### src/rtl/core/lgsd_pkg.sv
`timescale 1ns / 1ps

package lgsd_pkg;

    // opcodes of an input item
    localparam logic [1:0] OP_TICK    = 2'd0;
    localparam logic [1:0] OP_SAMPLE  = 2'd1;
    localparam logic [1:0] OP_TRIGGER = 2'd2;
    localparam logic [1:0] OP_ACK     = 2'd3;

    // report kinds
    localparam logic KIND_TRIGGER = 1'b0;
    localparam logic KIND_RESULT  = 1'b1;

    // register indexes on the config port
    localparam logic [1:0] REG_HIT_LIMIT      = 2'd0;
    localparam logic [1:0] REG_WINDOW_SAMPLES = 2'd1;
    localparam logic [1:0] REG_DEBOUNCE_MS    = 2'd2;

    localparam int PADDR_W = 4;
    localparam int PDATA_W = 32;

    // register reset values
    localparam logic [11:0] HIT_LIMIT_RST      = 12'd1000;
    localparam logic [8:0]  WINDOW_SAMPLES_RST = 9'd240;
    localparam logic [15:0] DEBOUNCE_MS_RST    = 16'd200;

    // ambient averaging over a power-of-two run of recent samples
    localparam int AMBIENT_SHIFT = 3;
    localparam int AMBIENT_DEPTH = 1 << AMBIENT_SHIFT;
    localparam int SUM_W         = 12 + AMBIENT_SHIFT;

    localparam logic [11:0] SAMPLE_MAX = 12'hFFF;

    typedef struct packed {
        logic [11:0] hit_limit;
        logic [8:0]  window_samples;
        logic [15:0] debounce_ms;
    } cfg_t;

    typedef struct packed {
        logic [1:0]  opcode;
        logic [11:0] light_sample;
        logic [31:0] ack_sequence;
    } item_t;

    typedef struct packed {
        logic        report_kind;
        logic [31:0] shot_sequence;
        logic [11:0] ambient_level;
        logic [11:0] peak_level;
        logic        hit_flag;
        logic        last_of_run;
    } result_t;

    // up to two results written into the queue in one cycle
    typedef struct packed {
        logic    first_valid;
        logic    second_valid;
        result_t first;
        result_t second;
    } push_t;

endpackage

### src/rtl/core/lgsd_regs.sv
`timescale 1ns / 1ps

module lgsd_regs
    import lgsd_pkg::*;
(
    input  logic               clk,
    input  logic               rst_n,
    input  logic               psel,
    input  logic               penable,
    input  logic               pwrite,
    input  logic [PADDR_W-1:0] paddr,
    input  logic [PDATA_W-1:0] pwdata,
    output logic [PDATA_W-1:0] prdata,
    output logic               pready,
    output cfg_t               cfg
);

    cfg_t       cfg_reg;
    logic       wr_en;
    logic [1:0] reg_idx;

    assign pready  = 1'b1;
    assign reg_idx = paddr[PADDR_W-1:2];
    assign wr_en   = psel && penable && pwrite && pready;

    always_ff @(posedge clk or negedge rst_n)
    begin
        if (!rst_n)
        begin
            cfg_reg.hit_limit      <= HIT_LIMIT_RST;
            cfg_reg.window_samples <= WINDOW_SAMPLES_RST;
            cfg_reg.debounce_ms    <= DEBOUNCE_MS_RST;
        end
        else if (wr_en)
        begin
            case (reg_idx)
                REG_HIT_LIMIT:      cfg_reg.hit_limit      <= pwdata[11:0];
                REG_WINDOW_SAMPLES: cfg_reg.window_samples <= pwdata[8:0];
                REG_DEBOUNCE_MS:    cfg_reg.debounce_ms    <= pwdata[15:0];
                default:            ;
            endcase
        end
    end

    always_comb
    begin
        case (reg_idx)
            REG_HIT_LIMIT:      prdata = {20'd0, cfg_reg.hit_limit};
            REG_WINDOW_SAMPLES: prdata = {23'd0, cfg_reg.window_samples};
            REG_DEBOUNCE_MS:    prdata = {16'd0, cfg_reg.debounce_ms};
            default:            prdata = '0;
        endcase
    end

    assign cfg = cfg_reg;

endmodule

### src/rtl/core/lgsd_core.sv
`timescale 1ns / 1ps

module lgsd_core
    import lgsd_pkg::*;
#(
    parameter int MAX_WINDOW = 256
)
(
    input  logic  clk,
    input  logic  rst_n,
    input  cfg_t  cfg,
    input  logic  fire,
    input  item_t item,
    output push_t push
);

    localparam int CNT_W = $clog2(MAX_WINDOW + 1);
    localparam int LEN_W = (CNT_W > 9) ? CNT_W : 9;
    localparam int POS_W = AMBIENT_SHIFT;

    localparam logic [1:0] MODE_IDLE   = 2'd0;
    localparam logic [1:0] MODE_WAIT   = 2'd1;
    localparam logic [1:0] MODE_SAMPLE = 2'd2;

    logic [1:0]       mode_reg,    mode_next;
    logic [31:0]      ms_reg,      ms_next;
    logic [31:0]      last_reg,    last_next;
    logic             pending_reg, pending_next;
    logic [31:0]      seq_reg,     seq_next;
    logic [SUM_W-1:0] sum_reg,     sum_next;
    logic [CNT_W-1:0] cnt_reg,     cnt_next;
    logic [11:0]      min_reg,     min_next;
    logic [POS_W-1:0] pos_reg,     pos_next;
    logic [11:0]      recent_reg [AMBIENT_DEPTH];

    logic [LEN_W-1:0] ws_ext;
    logic [LEN_W-1:0] win_len;
    logic [31:0]      ms_gap;
    logic             res_valid;
    logic             trig_valid;
    result_t          res_item;
    result_t          trig_item;

    // window length: zero acts as one, saturated to the largest window
    always_comb
    begin
        ws_ext = LEN_W'(cfg.window_samples);
        if (ws_ext == '0)
            win_len = LEN_W'(1);
        else if (ws_ext > LEN_W'(MAX_WINDOW))
            win_len = LEN_W'(MAX_WINDOW);
        else
            win_len = ws_ext;
    end

    assign ms_gap = ms_reg - last_reg;

    always_comb
    begin
        mode_next    = mode_reg;
        ms_next      = ms_reg;
        last_next    = last_reg;
        pending_next = pending_reg;
        seq_next     = seq_reg;
        sum_next     = sum_reg;
        cnt_next     = cnt_reg;
        min_next     = min_reg;
        pos_next     = pos_reg;
        res_valid    = 1'b0;
        trig_valid   = 1'b0;

        case (item.opcode)
            OP_TICK:
            begin
                ms_next = ms_reg + 32'd1;
            end
            OP_SAMPLE:
            begin
                sum_next = sum_reg - SUM_W'(recent_reg[pos_reg])
                         + SUM_W'(item.light_sample);
                pos_next = pos_reg + POS_W'(1);
                if (mode_reg == MODE_SAMPLE)
                begin
                    if (item.light_sample < min_reg)
                        min_next = item.light_sample;
                    cnt_next = cnt_reg + CNT_W'(1);
                    if (LEN_W'(cnt_next) >= win_len)
                    begin
                        res_valid = 1'b1;
                        mode_next = MODE_IDLE;
                    end
                end
            end
            OP_TRIGGER:
            begin
                if (ms_gap > {16'd0, cfg.debounce_ms})
                begin
                    pending_next = 1'b1;
                    last_next    = ms_reg;
                end
            end
            OP_ACK:
            begin
                if (item.ack_sequence != 32'd0 && item.ack_sequence == seq_reg
                    && mode_reg == MODE_WAIT)
                begin
                    mode_next = MODE_SAMPLE;
                    cnt_next  = '0;
                    min_next  = SAMPLE_MAX;
                end
            end
            default:
            begin
            end
        endcase

        // idle with a trigger waiting: start the next shot
        if (mode_next == MODE_IDLE && pending_next)
        begin
            pending_next = 1'b0;
            seq_next     = seq_reg + 32'd1;
            mode_next    = MODE_WAIT;
            trig_valid   = 1'b1;
        end
    end

    always_comb
    begin
        res_item.report_kind   = KIND_RESULT;
        res_item.shot_sequence = seq_reg;
        res_item.ambient_level = 12'd0;
        res_item.peak_level    = min_next;
        res_item.hit_flag      = (min_next < cfg.hit_limit);
        res_item.last_of_run   = !trig_valid;

        trig_item.report_kind   = KIND_TRIGGER;
        trig_item.shot_sequence = seq_next;
        trig_item.ambient_level = sum_next[SUM_W-1:AMBIENT_SHIFT];
        trig_item.peak_level    = 12'd0;
        trig_item.hit_flag      = 1'b0;
        trig_item.last_of_run   = 1'b1;

        push.first_valid  = fire && (res_valid || trig_valid);
        push.second_valid = fire && res_valid && trig_valid;
        push.first        = res_valid ? res_item : trig_item;
        push.second       = trig_item;
    end

    always_ff @(posedge clk or negedge rst_n)
    begin
        if (!rst_n)
        begin
            mode_reg    <= MODE_IDLE;
            ms_reg      <= '0;
            last_reg    <= '0;
            pending_reg <= 1'b0;
            seq_reg     <= '0;
            sum_reg     <= '0;
            cnt_reg     <= '0;
            min_reg     <= SAMPLE_MAX;
            pos_reg     <= '0;
        end
        else if (fire)
        begin
            mode_reg    <= mode_next;
            ms_reg      <= ms_next;
            last_reg    <= last_next;
            pending_reg <= pending_next;
            seq_reg     <= seq_next;
            sum_reg     <= sum_next;
            cnt_reg     <= cnt_next;
            min_reg     <= min_next;
            pos_reg     <= pos_next;
        end
    end

    // recent samples ring, cleared by reset so early means count zeros
    always_ff @(posedge clk or negedge rst_n)
    begin
        if (!rst_n)
        begin
            for (int i = 0; i < AMBIENT_DEPTH; i++)
                recent_reg[i] <= '0;
        end
        else if (fire && item.opcode == OP_SAMPLE)
        begin
            recent_reg[pos_reg] <= item.light_sample;
        end
    end

endmodule

### src/rtl/core/lgsd_fifo.sv
`timescale 1ns / 1ps

module lgsd_fifo
    import lgsd_pkg::*;
(
    input  logic    clk,
    input  logic    rst_n,
    input  push_t   push,
    output logic    room2,
    output logic    out_valid,
    input  logic    out_stall,
    output result_t out_item
);

    localparam int DEPTH = 4;
    localparam int PTR_W = 2;

    result_t          mem [DEPTH];
    logic [PTR_W-1:0] wr_ptr_reg, wr_ptr_next;
    logic [PTR_W-1:0] rd_ptr_reg, rd_ptr_next;
    logic [PTR_W:0]   count_reg,  count_next;
    logic             pop;
    logic [PTR_W:0]   push_n;

    assign room2     = (count_reg <= (PTR_W + 1)'(DEPTH - 2));
    assign out_valid = (count_reg != '0);
    assign out_item  = mem[rd_ptr_reg];
    assign pop       = out_valid && !out_stall;

    always_comb
    begin
        push_n      = (PTR_W + 1)'(push.first_valid) + (PTR_W + 1)'(push.second_valid);
        wr_ptr_next = wr_ptr_reg + push_n[PTR_W-1:0];
        rd_ptr_next = rd_ptr_reg + PTR_W'(pop);
        count_next  = count_reg + push_n - (PTR_W + 1)'(pop);
    end

    always_ff @(posedge clk or negedge rst_n)
    begin
        if (!rst_n)
        begin
            wr_ptr_reg <= '0;
            rd_ptr_reg <= '0;
            count_reg  <= '0;
        end
        else
        begin
            wr_ptr_reg <= wr_ptr_next;
            rd_ptr_reg <= rd_ptr_next;
            count_reg  <= count_next;
        end
    end

    always_ff @(posedge clk)
    begin
        if (push.first_valid)
            mem[wr_ptr_reg] <= push.first;
        if (push.second_valid)
            mem[wr_ptr_reg + PTR_W'(1)] <= push.second;
    end

endmodule

### src/rtl/core/light_gun_shot_detector_unit.sv
`timescale 1ns / 1ps

// light-gun shot sequencer: items are millisecond ticks, light samples,
// trigger edges and acknowledges; a debounced trigger starts a shot and gives
// a trigger report with the ambient level (mean of the last eight samples),
// and the matching acknowledge opens a window whose minimum sample becomes a
// result report with a hit flag. one input transfer is taken per clock while
// in_stall is low: the item lands in an input register and is processed from
// there once the report queue has room for two reports. an item makes zero,
// one or two reports; reports go through a four-entry queue, and the input is
// stalled only while that queue has fewer than two free entries, so sustained
// rate is one item per cycle while the output side keeps taking transfers.
// config writes go through the apb-style port at byte offsets 0 (hit_limit),
// 4 (window_samples), 8 (debounce_ms). MAX_WINDOW caps the window length.

module light_gun_shot_detector_unit
    import lgsd_pkg::*;
#(
    parameter int MAX_WINDOW = 256
)
(
    input  logic               clk,
    input  logic               rst_n,

    // config port
    input  logic               psel,
    input  logic               penable,
    input  logic               pwrite,
    input  logic [PADDR_W-1:0] paddr,
    input  logic [PDATA_W-1:0] pwdata,
    output logic [PDATA_W-1:0] prdata,
    output logic               pready,

    // input channel
    input  logic               in_valid,
    output logic               in_stall,
    input  logic [1:0]         opcode,
    input  logic [11:0]        light_sample,
    input  logic [31:0]        ack_sequence,

    // output channel
    output logic               out_valid,
    input  logic               out_stall,
    output logic               report_kind,
    output logic [31:0]        shot_sequence,
    output logic [11:0]        ambient_level,
    output logic [11:0]        peak_level,
    output logic               hit_flag,
    output logic               last_of_run
);

    cfg_t    cfg;
    push_t   push;
    result_t out_item;
    logic    room2;

    // input register stage
    item_t   item_reg;
    logic    item_valid_reg, item_valid_next;
    logic    in_take;
    logic    fire;

    // item is processed once the queue can hold both of its reports
    assign fire     = item_valid_reg && room2;
    assign in_stall = item_valid_reg && !room2;
    assign in_take  = in_valid && !in_stall;

    always_comb
    begin
        item_valid_next = in_take || (item_valid_reg && !fire);
    end

    always_ff @(posedge clk or negedge rst_n)
    begin
        if (!rst_n)
            item_valid_reg <= 1'b0;
        else
            item_valid_reg <= item_valid_next;
    end

    // payload only, no reset
    always_ff @(posedge clk)
    begin
        if (in_take)
        begin
            item_reg.opcode       <= opcode;
            item_reg.light_sample <= light_sample;
            item_reg.ack_sequence <= ack_sequence;
        end
    end

    lgsd_regs u_regs (
        .clk     (clk),
        .rst_n   (rst_n),
        .psel    (psel),
        .penable (penable),
        .pwrite  (pwrite),
        .paddr   (paddr),
        .pwdata  (pwdata),
        .prdata  (prdata),
        .pready  (pready),
        .cfg     (cfg)
    );

    lgsd_core #(
        .MAX_WINDOW (MAX_WINDOW)
    ) u_core (
        .clk   (clk),
        .rst_n (rst_n),
        .cfg   (cfg),
        .fire  (fire),
        .item  (item_reg),
        .push  (push)
    );

    // report queue, one output transfer per entry
    lgsd_fifo u_fifo (
        .clk       (clk),
        .rst_n     (rst_n),
        .push      (push),
        .room2     (room2),
        .out_valid (out_valid),
        .out_stall (out_stall),
        .out_item  (out_item)
    );

    assign report_kind   = out_item.report_kind;
    assign shot_sequence = out_item.shot_sequence;
    assign ambient_level = out_item.ambient_level;
    assign peak_level    = out_item.peak_level;
    assign hit_flag      = out_item.hit_flag;
    assign last_of_run   = out_item.last_of_run;

endmodule

### config.mk
export PLATFORM = sky130hd
export DESIGN_NAME = light_gun_shot_detector_unit
export DESIGN_NICKNAME = d
export VERILOG_FILES = /design/src/rtl/core/lgsd_pkg.sv /design/src/rtl/core/lgsd_regs.sv /design/src/rtl/core/lgsd_core.sv /design/src/rtl/core/lgsd_fifo.sv /design/src/rtl/core/light_gun_shot_detector_unit.sv
export SDC_FILE = /design/constraint.sdc
export NUM_CORES = 1
export LEC_CHECK = 0
export BUFFER_PORTS_ARGS = -buffer_cell sky130_fd_sc_hd__buf_2
export CAP_MARGIN = 0
export CORE_AREA = 4 4 242 244
export DETAILED_ROUTE_END_ITERATION = 8
export DIE_AREA = 0 0 246 248
export PLACE_DENSITY = 0.72
export SYNTH_ARGS = -nofsm -noshare
export SYNTH_HDL_FRONTEND = slang
export SYNTH_SLANG_ARGS = --single-unit
### constraint.sdc
create_clock -name clk -period 9.28 [get_ports clk]
set_clock_uncertainty 0.1 [all_clocks]
set_input_delay 0.928 -clock clk [delete_from_list [all_inputs] [get_ports clk]]
set_output_delay 0.928 -clock clk [all_outputs]
set_load 0.02 [all_outputs]
==> flow_summary.toml <==
[status]
outcome = "finished, final reports clean"

[logic_synthesis]
yosysWarnings = 0
syn_area_mm2 = 0.0307
async_flop_share = 0.497
synth-edff-count = 222
avgSynthCellArea_um2 = 10.9
netlist_top_cells_area = "edfxtp_1 (22%), dfrtp_1 (21%), mux4_2 (6.1%)"
synthDistinctLibCells = 87
synth_top_cell_area_share = 0.217
ys.flop_type = "dfrtp_1"
synth_seq_cells = 561
ys_seq_area_frac = 0.485
yosysTopAreaCell = "edfxtp_1"
synth_cells = 2823

[cts]
postCtsSetupRepairBufs = 0
path_clk_slew_ns = 0.06
cts_tree = "built"
clk_latency_ns = 0.65
cts_hold_buf = 0
ctsRootBufferMaster = "clkbuf_16"
cts.path.max_buffers = 3
h-tree-depth = 2
numClockSinks = 561
cts_made_buffers = 59
cts_resized = 0

[critical_path]
worst-path-max-fanout = 31
crit_required_ns = 9.58
path_class = "reg -> reg"
worstPathArrival_ns = 7.95
endpoint_kind = "flip-flop"
cp-start-kind = "flip-flop"

[sta]
drv_slew = 0
tightestPinTransition_ns = 1.41
maxSlewHeadroom = 0.0570
rsz0062_at_grt = "no"
fmax_ghz = 0.131
tns_ns = 0
timing.final.crit_share = 0.824
period_needed_ns = 7.65
hold_violations = 0
setup_violations = 0

[cells_and_area]
multi_input_area_mm2 = 0.0144
register_area_mm2 = 0.0149
fill_cells = 4541
stdcell_count = 3705
fin_area_mm2 = 0.0339
post-route-util = 0.603
antenna_cells = 0
area_growth_pct = 10.6
nNetsFinal = 3104
drive_gt1_frac = 0.200
largest_reg_flops = 236

[detailed_routing]
drt_iter0_drc = 2265
drc = 0
wire_per_inst_um = 22.2
ant_nets = 0
first_pass_iters = 5
drt-vias-per-instance = 6.22
vias = 23100
wirelength_um = 82200

[placement]
dpl_cell_area_mm2 = 0.0319
dp.final_hpwl_um = 55600
dpl.cell_count = 3593
port_buffers = 147
gp_congestion = 0.913

[floorplan]
io_pins = 183
initial_core_util = 0.545
die_w_um = 246
die_h_um = 248
rows = 87
core-area_mm2 = 0.0563
design.die.area_mm2 = 0.0610

[pwr]
powerDensity_mw_per_mm2 = 285
vdd_ir_drop_max_mv = 0.207
p_leak_nw = 13.4

[flow_run]
max_cap_violations = 0

[global_route]
grt_usage = 0.267
grt_max_degree = 173
gr-total-overflow = 0
grt_pass1_vias = 22700
grt_antenna_before_repair = 0
grt_pass1_wl_um = 129000

[min_path]
min_path_type = "in -> async"
-- layout by cell type (no fill, tap or decap), types with 15 or more instances in the layout --
cell       Yosys  final
clkbuf_1     117     18
nand4_1       36     36
xnor2_1       81     81
mux2_2       158    158
dfstp_2       25     25
o2bb2ai_1     39     39
nor2_1       168    166
o21a_1        15     15
conb_1         2     17
a21o_1        23     23
nor2b_1       19     18
nand2_1      206    206
o21ai_0      206    206
buf_4         21     40
clkbuf_16      0     60
buf_2         37    146
nor4_1        35     35
or3_1         66     66
inv_1        179    176
nor3_1        50     48
a21oi_1      148    147
xor2_1        55     55
dfrtp_1      254    252
and3_1        33     33
and2_1        23     22
nand3_1       85     85
dfxtp_1       60     60
o211ai_1      16     16
mux2i_1       16     16
ha_1         103    103
edfxtp_1     222    222
nand2b_1      27     27
a31oi_1       18     18
mux4_2        83     83
-- synthesized netlist by cell type, drive strengths merged (20+ instances only) --
cell     number
buf          72
nand3        85
nor4         35
mux2        159
xor2         55
nand2       207
a21o         23
ha          103
o2bb2ai      41
nor2        168
dfxtp        60
a21oi       150
mux4         83
nor3         51
dfstp        25
xnor2        81
a31oi        20
or3          66
inv         180
o21ai       208
and2         23
dfrtp       254
and3         33
edfxtp      222
nand4        36
nand2b       27
clkbuf      117
-- metal layers --
metal,share of wire,vias up,global-route usage
li1,-,10400,-
met1,0.42,11400,0.380
met2,0.46,1051,0.418
met3,0.089,179,0.0484
met4,0.031,0,0.0896
met5,0,-,0
-- worst paths after layout --
kind | start | endpoint | slack, ns | cells past startpoint
min reg2reg | u_fifo.mem[2][58] | u_fifo.mem[2][58] | 0.34 | 2
min | rst_n | u_core.last_reg[18] | 0.24 | 1
max in group asynchronous | rst_n | u_fifo.rd_ptr_reg[0] | 7.29 | 2
max reg2reg | u_core.last_reg[1] | u_fifo.mem[1][27] | 1.63 | 23
min in group clk | u_fifo.mem[2][58] | u_fifo.mem[2][58] | 0.34 | 2
max | u_core.last_reg[1] | u_fifo.mem[1][27] | 1.63 | 23
-- through the flow --
stage | hold WS (ns) | power (mW) | setup slack [ns]
after floorplan | 0.320 | 6.17 | 3.65
after global placement | 0.329 | 7.09 | 2.01
after detailed placement | 0.338 | 7.25 | 1.88
after CTS | 0.255 | 9.68 | 1.86
after global routing | 0.299 | 10.3 | 1.43
final | 0.239 | 9.68 | 1.63
-- area by class of cell --
| type | count | area share |
|---|---|---|
| Multi-Input combinational cell | 1907 | 0.423 |
| Sequential cell | 561 | 0.439 |
| Timing Repair Buffer | 188 | 0.0314 |
| Inverter | 181 | 0.0200 |
| Tap cell | 756 | 0.0279 |
| Clock inverter | 25 | 0.00863 |
| Clock buffer | 87 | 0.0497 |
-- kinds of logic after synthesis --
logic type | after synthesis | synth area share
and+or+nand+nor | 789 | 0.127
AOI/OAI and AO/OA | 590 | 0.122
DFF | 561 | 0.485
other | 2 | 0.000245
muxes | 258 | 0.125
buffers and inverters | 370 | 0.0506
xor gates and xnor gates | 136 | 0.0388
adders and majority gates | 117 | 0.0512
-- power breakdown --
group / switching, mW / internal, mW
Clock: 1.02 / 1.40
Sequential: 0.352 / 3.01
Combinational: 2.25 / 1.65
Total: 3.62 / 6.06
-- worst max-delay path, stage by stage (launching register included) --
cell and delay [ns]:
dfrtp_1 0.39, inv_1 0.06, ha_1 0.28, nor2b_1 0.14
o31a_1 0.30, o21ai_0 0.41, nand2b_1 0.10, a21o_1 0.22
a21o_1 0.18, a21oi_1 0.17, xnor2_1 0.11, ha_1 0.28
nand3_1 0.09, nor4_1 0.31, and2_1 0.20, a21oi_1 0.07
a2111oi_0 0.45, and4_1 0.32, nand4bb_1 0.54, a31oi_2 0.99
and2_1 0.73, buf_4 0.58, nor2_1 0.15, a22o_1 0.22
(Power assumes the default switching activity.)
